==> src/hw/rtl/card_image_encoder_assert.svh <==
// assertion macros for the card image encoder
`ifndef CARD_IMAGE_ENCODER_ASSERT_SVH
`define CARD_IMAGE_ENCODER_ASSERT_SVH

// same-cycle implication
`define CIE_ASSERT_SAME(lbl, ante, cons) \
    lbl: assert property (@(posedge i_clk) disable iff (!i_rst_n) (ante) |-> (cons)) \
        else $error("cie same-cycle check failed");

// next-cycle implication
`define CIE_ASSERT_NEXT(lbl, ante, cons) \
    lbl: assert property (@(posedge i_clk) disable iff (!i_rst_n) (ante) |=> (cons)) \
        else $error("cie next-cycle check failed");

`endif

==> src/hw/rtl/cie_pkg.sv <==
package cie_pkg;

    localparam int CARD_COLUMNS = 80;
    localparam int PAIRS        = CARD_COLUMNS / 2;
    localparam int PAIR_W       = 6;
    localparam int COL_W        = 12;
    localparam int CHAR_W       = 8;
    localparam int ROWS         = 12;
    localparam int STEP_W       = 4;
    localparam int POS_W        = 7;
    localparam int NUM_W        = 16;
    localparam int CFG_IDX_W    = 1;
    localparam int DISP_LEN     = 6;

    localparam logic [CFG_IDX_W-1:0] REG_FIRST = 1'b0;
    localparam logic [CFG_IDX_W-1:0] REG_LAST  = 1'b1;

    localparam logic [CHAR_W-1:0] FILLER    = 8'o377;
    localparam logic [CHAR_W-1:0] SPACE     = 8'o017;
    localparam logic [CHAR_W-1:0] DISP_CHAR = 8'o032;
    localparam logic [COL_W-1:0]  FULL_COL  = 12'hFFF;

    localparam logic [PAIR_W-1:0] LAST_PAIR = PAIR_W'(PAIRS - 1);
    localparam logic [PAIR_W-1:0] MID_PAIR  = PAIR_W'(PAIRS / 2);
    localparam logic [NUM_W-1:0]  NUM_MAX   = {NUM_W{1'b1}};

    typedef logic [COL_W-1:0] t_col;

    // punch of one digit row, digit 0 is row 2
    function automatic t_col dg(input logic [3:0] d);
        return t_col'(12'd4 << d);
    endfunction

    function automatic t_col col_code(input logic [CHAR_W-1:0] ch);
        t_col       up;
        t_col       lo;
        logic [3:0] n;
        n = ch[3:0];
        unique case (ch[5:4])
            2'd0: up = '0;
            2'd1: up = 12'h005;
            2'd2: up = 12'h006;
            2'd3: up = 12'h003;
        endcase
        if (ch[7] | ch[6]) begin
            unique case (n)
                4'd3:    lo = dg(4'd3) | dg(4'd9) | dg(4'd2) | dg(4'd1) | dg(4'd0);
                4'd9:    lo = dg(4'd3) | dg(4'd9) | dg(4'd8) | dg(4'd0) | dg(4'd1);
                4'd10:   lo = dg(4'd3) | dg(4'd9) | dg(4'd8) | dg(4'd0) | dg(4'd2);
                4'd11:   lo = dg(4'd3) | dg(4'd9) | dg(4'd8) | dg(4'd2) | dg(4'd1);
                4'd12, 4'd13, 4'd14, 4'd15:
                         lo = dg(4'd3) | dg(4'd9) | dg(4'd8) | dg(4'd0) | dg(n - 4'd8);
                default: lo = dg(4'd3) | dg(4'd9) | dg(n);
            endcase
        end else if (n < 4'd10) begin
            lo = dg(n);
        end else begin
            lo = dg(4'd0) | dg(4'd8) | dg(n - 4'd8);
        end
        if (ch == FILLER || ch == SPACE) begin
            return '0;
        end
        return up ^ lo;
    endfunction

    function automatic logic [CHAR_W-1:0] odd_parity(input logic [CHAR_W-1:0] ch);
        if (^ch) begin
            return ch;
        end
        return ch | 8'h80;
    endfunction

endpackage

==> src/hw/rtl/cie_in_if.sv <==
interface cie_in_if;
    logic                          valid;
    logic                          ready;
    logic [cie_pkg::CHAR_W-1:0]    card_char;
    logic                          end_of_card;

    modport source (output valid, card_char, end_of_card, input ready);
    modport sink   (input valid, card_char, end_of_card, output ready);
endinterface

==> src/hw/rtl/cie_out_if.sv <==
interface cie_out_if;
    logic                          valid;
    logic                          ready;
    logic [2*cie_pkg::COL_W-1:0]   column_pair;
    logic [cie_pkg::PAIR_W-1:0]    pair_index;
    logic                          last_pair;

    modport source (output valid, column_pair, pair_index, last_pair, input ready);
    modport sink   (input valid, column_pair, pair_index, last_pair, output ready);
endinterface

==> src/hw/rtl/cie_cfg_if.sv <==
interface cie_cfg_if;
    logic                           valid;
    logic                           ready;
    logic [cie_pkg::CFG_IDX_W-1:0]  index;
    logic [cie_pkg::NUM_W-1:0]      data;

    modport source (output valid, index, data, input ready);
    modport sink   (input valid, index, data, output ready);
endinterface

==> src/hw/rtl/card_image_encoder.sv <==
// characters: one request per cycle while idle, stored in a single-port char store
// end of card: a setup state, then per pair a read and an accumulate state per char, then a load
// state; the dispatcher's end card has only the load state. Formats: rowwise card, column code card
// and dispatcher's end card; rate is set by the one read port of the char store feeding the one decode unit
// output register holds a pair until taken; the block is busy until the last pair loads
// synchronous active-low reset clears counters, card number, config and control state
`include "card_image_encoder_assert.svh"

module card_image_encoder #(
    parameter int CARD_CHARS = 120
) (
    input  logic         i_clk,
    input  logic         i_rst_n,
    cie_in_if.sink       i_char,
    cie_cfg_if.sink      i_cfg,
    cie_out_if.source    o_pair
);

    localparam int AW = $clog2(CARD_CHARS);
    localparam int CW = $clog2(CARD_CHARS + 1);

    typedef enum logic [2:0] {
        S_IDLE,
        S_START,
        S_READ,
        S_ACC,
        S_LOAD
    } t_state;

    typedef enum logic [1:0] {
        MODE_DISP,
        MODE_COL,
        MODE_ROW
    } t_mode;

    t_state                          r_state;
    t_mode                           r_mode;
    logic [cie_pkg::CHAR_W-1:0]      r_mem [CARD_CHARS];
    logic [cie_pkg::CHAR_W-1:0]      r_rd_data;
    logic                            r_rd_ok;
    logic [CW-1:0]                   r_count;
    logic [CW-1:0]                   r_fill_idx;
    logic                            r_fill_seen;
    logic                            r_pre_ok;
    logic [CW-1:0]                   r_limit;
    logic [cie_pkg::NUM_W-1:0]       r_card_num;
    logic [cie_pkg::NUM_W-1:0]       r_first;
    logic [cie_pkg::NUM_W-1:0]       r_last;
    logic [cie_pkg::PAIR_W-1:0]      r_pair;
    logic [cie_pkg::STEP_W-1:0]      r_step;
    cie_pkg::t_col                   r_even;
    cie_pkg::t_col                   r_odd;
    logic                            r_out_valid;
    logic [2*cie_pkg::COL_W-1:0]     r_out_data;
    logic [cie_pkg::PAIR_W-1:0]      r_out_idx;
    logic                            r_out_last;

    logic                            in_acc;
    logic                            store;
    logic [cie_pkg::POS_W-1:0]       pos;
    logic                            pos_ok;
    logic [cie_pkg::CHAR_W-1:0]      par;
    logic [1:0]                      row_bits;
    cie_pkg::t_col                   code;
    logic                            last_step;
    logic                            out_free;
    logic                            use_disp;
    logic                            use_col;

    assign i_char.ready = (r_state == S_IDLE);
    assign i_cfg.ready  = 1'b1;
    assign in_acc       = i_char.valid && i_char.ready;
    assign store        = in_acc && (r_count < CW'(CARD_CHARS));
    assign out_free     = !r_out_valid || o_pair.ready;

    assign o_pair.valid       = r_out_valid;
    assign o_pair.column_pair = r_out_data;
    assign o_pair.pair_index  = r_out_idx;
    assign o_pair.last_pair   = r_out_last;

    // position of the char that feeds this step
    always_comb begin
        if (r_mode == MODE_COL) begin
            pos = cie_pkg::POS_W'({r_pair, 1'b0}) + cie_pkg::POS_W'(r_step);
        end else begin
            pos = (cie_pkg::POS_W'(r_step) << 3) + (cie_pkg::POS_W'(r_step) << 1)
                + cie_pkg::POS_W'(r_pair[cie_pkg::PAIR_W-1:2]);
        end
        pos_ok = ({1'b0, pos} < (cie_pkg::POS_W + 1)'(r_limit));
    end

    // shared decode unit
    always_comb begin
        par  = cie_pkg::odd_parity(r_rd_data);
        code = r_rd_ok ? cie_pkg::col_code(r_rd_data) : '0;
        unique case (r_pair[1:0])
            2'd0: row_bits = par[7:6];
            2'd1: row_bits = par[5:4];
            2'd2: row_bits = par[3:2];
            2'd3: row_bits = par[1:0];
        endcase
        last_step = (r_mode == MODE_COL) ? (r_step == cie_pkg::STEP_W'(1))
                                         : (r_step == cie_pkg::STEP_W'(cie_pkg::ROWS - 1));
    end

    assign use_disp = r_pre_ok && (r_count >= CW'(cie_pkg::DISP_LEN));
    assign use_col  = (r_first != '0) && (r_card_num >= r_first)
                   && ((r_last == '0) || (r_card_num <= r_last));

    always_ff @(posedge i_clk) begin
        if (store) begin
            r_mem[r_count[AW-1:0]] <= i_char.card_char;
        end
        if (r_state == S_READ && pos_ok) begin
            r_rd_data <= r_mem[pos[AW-1:0]];
        end
    end

    always_ff @(posedge i_clk) begin
        if (!i_rst_n) begin
            r_first <= '0;
            r_last  <= '0;
        end else if (i_cfg.valid) begin
            unique case (i_cfg.index)
                cie_pkg::REG_FIRST: r_first <= i_cfg.data;
                cie_pkg::REG_LAST:  r_last  <= i_cfg.data;
            endcase
        end
    end

    always_ff @(posedge i_clk) begin
        if (!i_rst_n) begin
            r_state     <= S_IDLE;
            r_mode      <= MODE_ROW;
            r_count     <= '0;
            r_fill_idx  <= '0;
            r_fill_seen <= 1'b0;
            r_pre_ok    <= 1'b1;
            r_limit     <= '0;
            r_card_num  <= '0;
            r_pair      <= '0;
            r_step      <= '0;
            r_rd_ok     <= 1'b0;
            r_out_valid <= 1'b0;
        end else begin
            if (r_out_valid && o_pair.ready && r_state != S_LOAD) begin
                r_out_valid <= 1'b0;
            end
            unique case (r_state)
                S_IDLE: begin
                    if (store) begin
                        r_count <= r_count + CW'(1);
                        if (i_char.card_char == cie_pkg::FILLER && !r_fill_seen) begin
                            r_fill_seen <= 1'b1;
                            r_fill_idx  <= r_count;
                        end
                        if (r_count < CW'(cie_pkg::DISP_LEN)
                                && i_char.card_char != cie_pkg::DISP_CHAR) begin
                            r_pre_ok <= 1'b0;
                        end
                        if (r_count == CW'(cie_pkg::DISP_LEN)
                                && i_char.card_char != cie_pkg::FILLER) begin
                            r_pre_ok <= 1'b0;
                        end
                    end
                    if (in_acc && i_char.end_of_card) begin
                        if (r_card_num != cie_pkg::NUM_MAX) begin
                            r_card_num <= r_card_num + cie_pkg::NUM_W'(1);
                        end
                        r_state <= S_START;
                    end
                end
                S_START: begin
                    // rowwise dump stops at the first filler, column code does not
                    r_limit     <= (r_fill_seen && !use_col) ? r_fill_idx : r_count;
                    r_count     <= '0;
                    r_fill_seen <= 1'b0;
                    r_pre_ok    <= 1'b1;
                    r_pair      <= '0;
                    r_step      <= '0;
                    r_even      <= '0;
                    r_odd       <= '0;
                    if (use_disp) begin
                        r_mode  <= MODE_DISP;
                        r_state <= S_LOAD;
                    end else begin
                        r_mode  <= use_col ? MODE_COL : MODE_ROW;
                        r_state <= S_READ;
                    end
                end
                S_READ: begin
                    r_rd_ok <= pos_ok;
                    r_state <= S_ACC;
                end
                S_ACC: begin
                    if (r_mode == MODE_COL) begin
                        if (r_step == '0) begin
                            r_even <= code;
                        end else begin
                            r_odd <= code;
                        end
                    end else if (r_rd_ok) begin
                        if (row_bits[1]) begin
                            r_even[r_step] <= 1'b1;
                        end
                        if (row_bits[0]) begin
                            r_odd[r_step] <= 1'b1;
                        end
                    end
                    if (last_step) begin
                        r_state <= S_LOAD;
                    end else begin
                        r_step  <= r_step + cie_pkg::STEP_W'(1);
                        r_state <= S_READ;
                    end
                end
                S_LOAD: begin
                    if (out_free) begin
                        r_out_valid <= 1'b1;
                        r_out_idx   <= r_pair;
                        r_out_last  <= (r_pair == cie_pkg::LAST_PAIR);
                        if (r_mode == MODE_DISP) begin
                            r_out_data <= (r_pair == '0 || r_pair == cie_pkg::MID_PAIR)
                                        ? {cie_pkg::FULL_COL, cie_pkg::t_col'(0)}
                                        : '0;
                        end else begin
                            r_out_data <= {r_even, r_odd};
                        end
                        r_even <= '0;
                        r_odd  <= '0;
                        r_step <= '0;
                        if (r_pair == cie_pkg::LAST_PAIR) begin
                            r_state <= S_IDLE;
                        end else begin
                            r_pair  <= r_pair + cie_pkg::PAIR_W'(1);
                            r_state <= (r_mode == MODE_DISP) ? S_LOAD : S_READ;
                        end
                    end
                end
                default: r_state <= S_IDLE;
            endcase
        end
    end

    `CIE_ASSERT_NEXT(a_eoc_busy, in_acc && i_char.end_of_card, !i_char.ready)
    `CIE_ASSERT_SAME(a_last_idx, r_out_valid, r_out_last == (r_out_idx == cie_pkg::LAST_PAIR))
    `CIE_ASSERT_SAME(a_count_cap, r_state != S_START, r_count <= CW'(CARD_CHARS))
    `CIE_ASSERT_NEXT(a_load_valid, r_state == S_LOAD && out_free, r_out_valid)

endmodule
==> src/flat_wrapper.sv <==
// flat-port wrapper written by rule: the top's interface ports become plain ports
module card_image_encoder_flat 
#(
    parameter int CARD_CHARS = 120
)
  (i_clk, i_rst_n, i_char_valid, i_char_card_char, i_char_end_of_card, i_char_ready, i_cfg_valid, i_cfg_index, i_cfg_data, i_cfg_ready, o_pair_valid, o_pair_column_pair, o_pair_pair_index, o_pair_last_pair, o_pair_ready);
  cie_in_if i_char_i ();
  cie_cfg_if i_cfg_i ();
  cie_out_if o_pair_i ();
  input  logic i_clk;
  input  logic i_rst_n;
  input wire logic [$bits(i_char_i.valid)-1:0] i_char_valid;
  input wire logic [$bits(i_char_i.card_char)-1:0] i_char_card_char;
  input wire logic [$bits(i_char_i.end_of_card)-1:0] i_char_end_of_card;
  output wire logic [$bits(i_char_i.ready)-1:0] i_char_ready;
  input wire logic [$bits(i_cfg_i.valid)-1:0] i_cfg_valid;
  input wire logic [$bits(i_cfg_i.index)-1:0] i_cfg_index;
  input wire logic [$bits(i_cfg_i.data)-1:0] i_cfg_data;
  output wire logic [$bits(i_cfg_i.ready)-1:0] i_cfg_ready;
  output wire logic [$bits(o_pair_i.valid)-1:0] o_pair_valid;
  output wire logic [$bits(o_pair_i.column_pair)-1:0] o_pair_column_pair;
  output wire logic [$bits(o_pair_i.pair_index)-1:0] o_pair_pair_index;
  output wire logic [$bits(o_pair_i.last_pair)-1:0] o_pair_last_pair;
  input wire logic [$bits(o_pair_i.ready)-1:0] o_pair_ready;
  assign i_char_i.valid = i_char_valid;
  assign i_char_i.card_char = i_char_card_char;
  assign i_char_i.end_of_card = i_char_end_of_card;
  assign i_char_ready = i_char_i.ready;
  assign i_cfg_i.valid = i_cfg_valid;
  assign i_cfg_i.index = i_cfg_index;
  assign i_cfg_i.data = i_cfg_data;
  assign i_cfg_ready = i_cfg_i.ready;
  assign o_pair_valid = o_pair_i.valid;
  assign o_pair_column_pair = o_pair_i.column_pair;
  assign o_pair_pair_index = o_pair_i.pair_index;
  assign o_pair_last_pair = o_pair_i.last_pair;
  assign o_pair_i.ready = o_pair_ready;
  card_image_encoder #(.CARD_CHARS(CARD_CHARS)) u_core (.i_clk(i_clk), .i_rst_n(i_rst_n), .i_char(i_char_i), .i_cfg(i_cfg_i), .o_pair(o_pair_i));
endmodule
==> config.mk <==
export PLATFORM = sky130hd
export DESIGN_NAME = card_image_encoder_flat
export DESIGN_NICKNAME = d
export VERILOG_FILES = /design/src/hw/rtl/cie_pkg.sv /design/src/hw/rtl/cie_in_if.sv /design/src/hw/rtl/cie_out_if.sv /design/src/hw/rtl/cie_cfg_if.sv /design/src/hw/rtl/card_image_encoder.sv /design/src/flat_wrapper.sv
export VERILOG_INCLUDE_DIRS = /design/src /design/src/hw/rtl
export SDC_FILE = /design/constraint.sdc
export NUM_CORES = 2
export LEC_CHECK = 0
export BUFFER_PORTS_ARGS = -buffer_cell sky130_fd_sc_hd__buf_4
export CAP_MARGIN = 25
export CELL_PAD_IN_SITES_DETAIL_PLACEMENT = 2
export CELL_PAD_IN_SITES_GLOBAL_PLACEMENT = 2
export CORE_ASPECT_RATIO = 0.5
export CORE_MARGIN = 2
export CORE_UTILIZATION = 36
export CTS_BUF_LIST = sky130_fd_sc_hd__clkbuf_8
export CTS_CLUSTER_SIZE = 10
export DETAILED_ROUTE_END_ITERATION = 8
export GPL_ROUTABILITY_DRIVEN = 0
export HOLD_SLACK_MARGIN = 0.06
export PLACE_DENSITY_LB_ADDON = 0.1
export SLEW_MARGIN = 20
export SYNTH_ARGS = -nofsm -noshare
export SYNTH_HDL_FRONTEND = slang
export SYNTH_SLANG_ARGS = --single-unit
==> constraint.sdc <==
create_clock -name i_clk -period 5 [get_ports i_clk]
set_input_delay 1.5 -clock i_clk [delete_from_list [all_inputs] [get_ports i_clk]]
set_output_delay 1.5 -clock i_clk [all_outputs]
set_load 0.02 [all_outputs]
Word level (Yosys, flattened, before mapping)
Memories as Yosys holds them, arrays and structs flattened. A register that Yosys moved wholly into a read port is not among the register bits. Cells that the tools add are included.

Register bits after elaboration: 143. Bits in latches: 0. Bits in writable memories: 960. Memory bits (read-only): 0. Bits of input ports: 31. Output and inout bits: 34. Logic and storage cells: 193. Memories: 1.

$add $sub $neg: 8. Multiply operators: 0. Div/mod/pow operators: 0. Order comparisons: 9. Eq/ne operators: 43. Shift operators: 2. Mux-type cells: 59. Bitwise operators: 5. Reductions and logical operators: 47.

Memory list: u_core.r_mem (words 120, bits a word 8, rd ports 1, clocked after Yosys merged registers in 1, wr ports 1, line card_image_encoder.sv:38) `logic [cie_pkg::CHAR_W-1:0] r_mem [CARD_CHARS];`.

Operators by type and width (count): 12-bit 2-to-1 mux (14); 12-bit case mux with 3 select lines (2); 11-bit case mux with 5 select lines (1); 24-bit 2-to-1 mux (2); 12-bit case mux with 4 select lines (1); 4-bit equality test (second input constant) (8); 12-bit bitwise OR (2); 3-bit by 4-bit left shift with 12-bit output (first input constant) (2); 7-bit 2-to-1 mux (3); 3-bit AND reduction (7); 3-bit 2-to-1 mux (6); 16-bit by 1-bit adder with 16-bit output (second input constant) (1); 8-bit equality test (second input constant) (2); 16-bit >= comparator (1); 16-bit <= comparator (1); 16-bit zero test (1); 8-bit 2-to-1 mux (2); 16-bit != test (second input constant) (1); 16-bit nonzero test (1); 3-bit case mux with 5 select lines (1); 7-bit by 4-bit adder with 7-bit output (2); 1-bit logical AND (14); 1-bit 2-to-1 mux (14); 7-bit case mux with 2 select lines (1); other kinds (52) (83).

Depth between registers and ports, before layout
Depth in word-level cells: 10. Mapped depth: 15. Gate-level depth less buffers: 13.

Worst setup path after synthesis
No wires, ideal clock.

Path kind: reg2reg. Start: reg u_core.r_step[0] in the netlist's numbering. End: reg u_core.r_rd_data[0] in the netlist's numbering (read register of u_core.r_mem) (enable). Setup time: 0.389 ns. Arrival time: 3.740 ns. Required time: 4.611 ns. Slack: 0.871 ns. Cell stages (with the launch flop): 14. Path buffers: 4. Clock period less this slack: 4.129 ns. Cells stage by stage: dfxtp_1 -> fa_1 -> inv_1 -> fa_1 -> mux2_4 -> inv_2 -> buf_6 -> buf_4 -> buf_2 -> buf_4 -> ha_1 -> a211oi_1 -> o21bai_1 -> a211oi_1.

Cells in the longest elaborated chain, start to end: 5. Elaborated cells on any way between the ends: 6. Classes of those cells: 3 x add/sub; 1 x order compare; 1 x mux; 1 x reduce/logical.

Ends and longest elaborated chain: start: declaration (line card_image_encoder.sv:50) `logic [cie_pkg::STEP_W-1:0] r_step;`; start signal: assignment (line card_image_encoder.sv:213) `r_step <= r_step + cie_pkg::STEP_W'(1);`; 7-bit by 5-bit adder with 7-bit output (line card_image_encoder.sv:86) `pos = (cie_pkg::POS_W'(r_step) << 3) + (cie_pkg::POS_W'(r_step) << 1)`; 7-bit by 4-bit adder with 7-bit output (line card_image_encoder.sv:87) `+ cie_pkg::POS_W'(r_pair[cie_pkg::PAIR_W-1:2]);`; 7-bit 2-to-1 mux * (line card_image_encoder.sv:83) `if (r_mode == MODE_COL) begin`; 7-bit < comparator (line card_image_encoder.sv:89) `pos_ok = ({1'b0, pos} < (cie_pkg::POS_W + 1)'(r_limit));`; 1-bit logical AND (line card_image_encoder.sv:114) `if (r_state == S_READ && pos_ok) begin`; end: declaration (line card_image_encoder.sv:39) `logic [cie_pkg::CHAR_W-1:0] r_rd_data;`.

Mark *: on every way between the ends. The rest lies on a longest branch, timed or not. A chain may end at the register's enable or synchronous reset.

Worst setup path after layout
Start: reg u_core.r_step[0] in the netlist's numbering. End: reg u_core.r_rd_data[1] in the netlist's numbering (read register of u_core.r_mem) (data pin).

The elaborated chain is that of the path after synthesis.

==> metrics.cfg <==
[worst_setup_path]
cp.required_ns=5.75
crit_top_cell=fa_1
critPathSlowestCell=a2111oi_0
path_cells=fa_1 -> inv_1 -> fa_1 -> mux2_8 -> inv_8 -> buf_4 -> nand2_1 -> nand3_1 -> a21oi_1 -> a2111oi_0 -> o21bai_1 -> nand4_1
end_kind=flip-flop
critPathMaxFanout=53
slowest_delay_ns=0.94
cp.arrival_ns=5.49
path_class=reg2reg
r2r_slack_ns=0.26
critical_path.startpoint_type=flip-flop

[cts]
cts_root_buf=clkbuf_8
clk_pin_slew_ns=0.08
cts.sinks=1111
clockBufferDepth=3
numCtsBuffers=166
post_cts_buffers=0
cts_tree=built
htreeDepth=4
clk_latency_ns=0.89

[logic_synthesis]
synth_edf_count=1023
syn-num-nets=3804
synth.avg_cell_area_sq_um=12.6
synth_area_sq_mm=0.0465
synthFlopType=edfxtp_1
yosysUniqueCellTypes=71
async_flop_share_pct=0
yosysSeqAreaShare_pct=69.8
postSynthCellCount=3698
yosysWarnings=0
ys_ff_latch=1111

[sta]
grt_setup_unrepaired=no
post-route-min-period_ns=4.74
fin_worst_skew_ns=0.0532
fin_setup_tns_ns=0
fmax_ghz=0.211
hold_violations=0
fin_crit_sh_pct=94.8
slew_viol_final=0
maxSlewHeadroom_pct=28.3
fin_hold_ws_ns=0.473
finalSetupViolCount=0
tightest_slew_ns=1.05

[floorplan]
top_level_ports=65
die_area_sq_mm=0.132
die_h_um=258
row_count=93
core_sq_mm=0.128
start_util_pct=36.2
die_width_um=512

[place]
dp_hpwl_um=107000
portBuffers=63

[routing]
drc_errors=0
route.vias.total=32046
drt.antenna.violating_nets=0
dr.pass1.iters=5
via_per_inst=5.59
avgRoutedWirePerCell_um=28.6
routed_wl_um=164000
first_iter_violations=2731

[power]
intPower_mw=13.7
seq_power_share_pct=55.9
irDropWorstVdd_mv=0.281
total_leakage_power_nw=18.4
clockPowerShare_pct=38.7
pwr-share-comb_pct=5.4
p_sw_mw=4.55
p_sw_share_pct=24.9
powerDensity_mw_per_mm2=347

[global_routing]
grt_max_degree=93
antenna_found_initial=7
gr-total-overflow=0
grt_usage_pct=24.7
grt_pass1_wl_um=239000
grt_pass1_vias=33833

[layout]
drive_above_1_share_pct=12.1
final_common_cell=edfxtp_1
syn_to_final_growth_pct=13.3
final_cell_mix=1023 x edfxtp_1, 821 x nand2_1, 376 x nand3_1
nNetsFinal=4004
final_core_util_pct=41.0

[worst_hold_path]
hold_class=reg2reg

[flow_run]
max_cap_violations=0

[status]
run_status=finished clean

==> path summary, 6_finish.rpt <==
path,startpoint,end,depth (start not counted)
worst max-delay path,u_core.r_step[0],u_core.r_rd_data[1],12
worst min-delay path,u_core.r_pre_ok,u_core.r_pre_ok,1
worst max register to register,u_core.r_step[0],u_core.r_rd_data[1],12
worst min register to register,u_core.r_pre_ok,u_core.r_pre_ok,1
==> final cells by class <==
class                   count  area, sq um
diodes                      5         12.5
clock buffers             172         2370
clock inverters           111          554
fillers                 13053        75800
inverters                  91          352
multi-input cells        2283        12700
flip-flops and latches   1111        32500
well taps                1710         2140
repair buffers            245         2030
==> per-layer routing <==
layer | vias to the layer above | routed length, um | track usage, %
li1 | 13986 | - | -
met1 | 16989 | 78300 | 36.2
met2 | 886 | 73300 | 37.9
met3 | 183 | 9420 | 4.08
met4 | 2 | 2890 | 6.41
met5 | - | 13 | 0
==> synthesized netlist by cell type (3+ instances only) <==
cell type | n | share of area, %
a21oi_1 | 188 | 2.0
a22o_1 | 5 | 0.094
and2_1 | 18 | 0.24
o21bai_1 | 8 | 0.13
o221ai_1 | 5 | 0.094
a32o_1 | 3 | 0.065
buf_4 | 16 | 0.26
buf_2 | 88 | 0.95
nand4_1 | 36 | 0.48
buf_1 | 31 | 0.25
fa_1 | 3 | 0.13
a311o_1 | 5 | 0.11
ha_1 | 72 | 1.9
nand3_1 | 376 | 4.0
and3_1 | 21 | 0.28
xor2_1 | 18 | 0.34
xnor2_1 | 14 | 0.26
nor2b_1 | 16 | 0.22
edfxtp_1 | 1023 | 66
nand2b_1 | 7 | 0.094
nand2_1 | 822 | 6.6
a211oi_1 | 46 | 0.74
or3_1 | 5 | 0.067
a31oi_1 | 38 | 0.51
nor2_1 | 201 | 1.6
a32oi_1 | 17 | 0.32
a21o_1 | 22 | 0.36
a221oi_1 | 10 | 0.19
dfxtp_1 | 88 | 3.8
o31ai_1 | 3 | 0.048
clkbuf_1 | 76 | 0.61
mux2i_1 | 82 | 1.8
a22oi_1 | 45 | 0.73
mux4_2 | 24 | 1.2
a311oi_1 | 30 | 0.56
o21ai_0 | 63 | 0.68
nor3_1 | 14 | 0.15
nor4_1 | 11 | 0.15
inv_1 | 86 | 0.69
o211ai_1 | 11 | 0.18
inv_2 | 3 | 0.024
nand3b_1 | 3 | 0.048
a2111oi_0 | 9 | 0.17
==> state kept, by name, summed over array words and instances (netlist names), 6 cells and up <==
register,cells
u_core.r_mem,960
u_core.o_pair.column_pair,24
u_core.r_card_num,16
u_core.r_first,16
u_core.r_last,16
u_core.r_even,12
u_core.r_odd,12
u_core.r_rd_data,8
u_core.r_count,7
u_core.r_fill_idx,7
u_core.r_limit,7
u_core.o_pair.pair_index,6
u_core.r_pair,6
==> metrics by stage <==
step | cells | total power [mW] | instance area, sq um | setup WS [ns]
after global placement | 5437 | 11.4 | 49700 | 0.278
after detailed placement | 5438 | 11.4 | 49700 | 0.337
after CTS | 5721 | 18.4 | 52600 | 0.293
after floorplan | 3698 | 10.8 | 46500 | 0.871
final | 5728 | 18.3 | 52700 | 0.261
after global routing | 5725 | 18.9 | 52700 | 0.139
==> kinds of logic (layout without fill, tap and decap cells) <==
| group | after synthesis | in the layout | synth area share, % |
|---|---|---|---|
| AOI/OAI and AO/OA | 523 | 523 | 7.28 |
| muxes | 110 | 110 | 3.08 |
| DFF | 1111 | 1111 | 69.8 |
| xor gates and xnor gates | 32 | 32 | 0.603 |
| adders and majority gates | 75 | 75 | 2.07 |
| other | 1 | 6 | 0.00806 |
| and+or+nand+nor | 1542 | 1542 | 14.3 |
| buffers and inverters | 304 | 619 | 2.85 |
==> power by group through the flow <==
stage	Clock, mW	Combinational, mW	Sequential [mW]
6_report	7.08	0.980	10.2
2_1_floorplan	0	0.454	10.4
3_5_place_dp	0	0.979	10.4
5_1_grt	7.63	1.05	10.2
3_3_place_gp	0	0.952	10.4
4_1_cts	7.25	0.983	10.2
==> worst max-delay path: cells and delay by family, from the launching register on <==
kind                       cells  cell delay [ns]
buffers and inverters          3             0.91
muxes                          1             0.42
and+or+nand+nor                3             0.36
AOI/OAI and AO/OA              3             1.39
adders and majority gates      2             0.93
DFF                            1             0.55
==> repair_timing <==
action,CTS,global route
setup endpoints to repair,0,1
gates resized for setup,0,1
hold buffers,0,0
endpoints found under the hold margin,0,0
(Power assumes the default switching activity.)
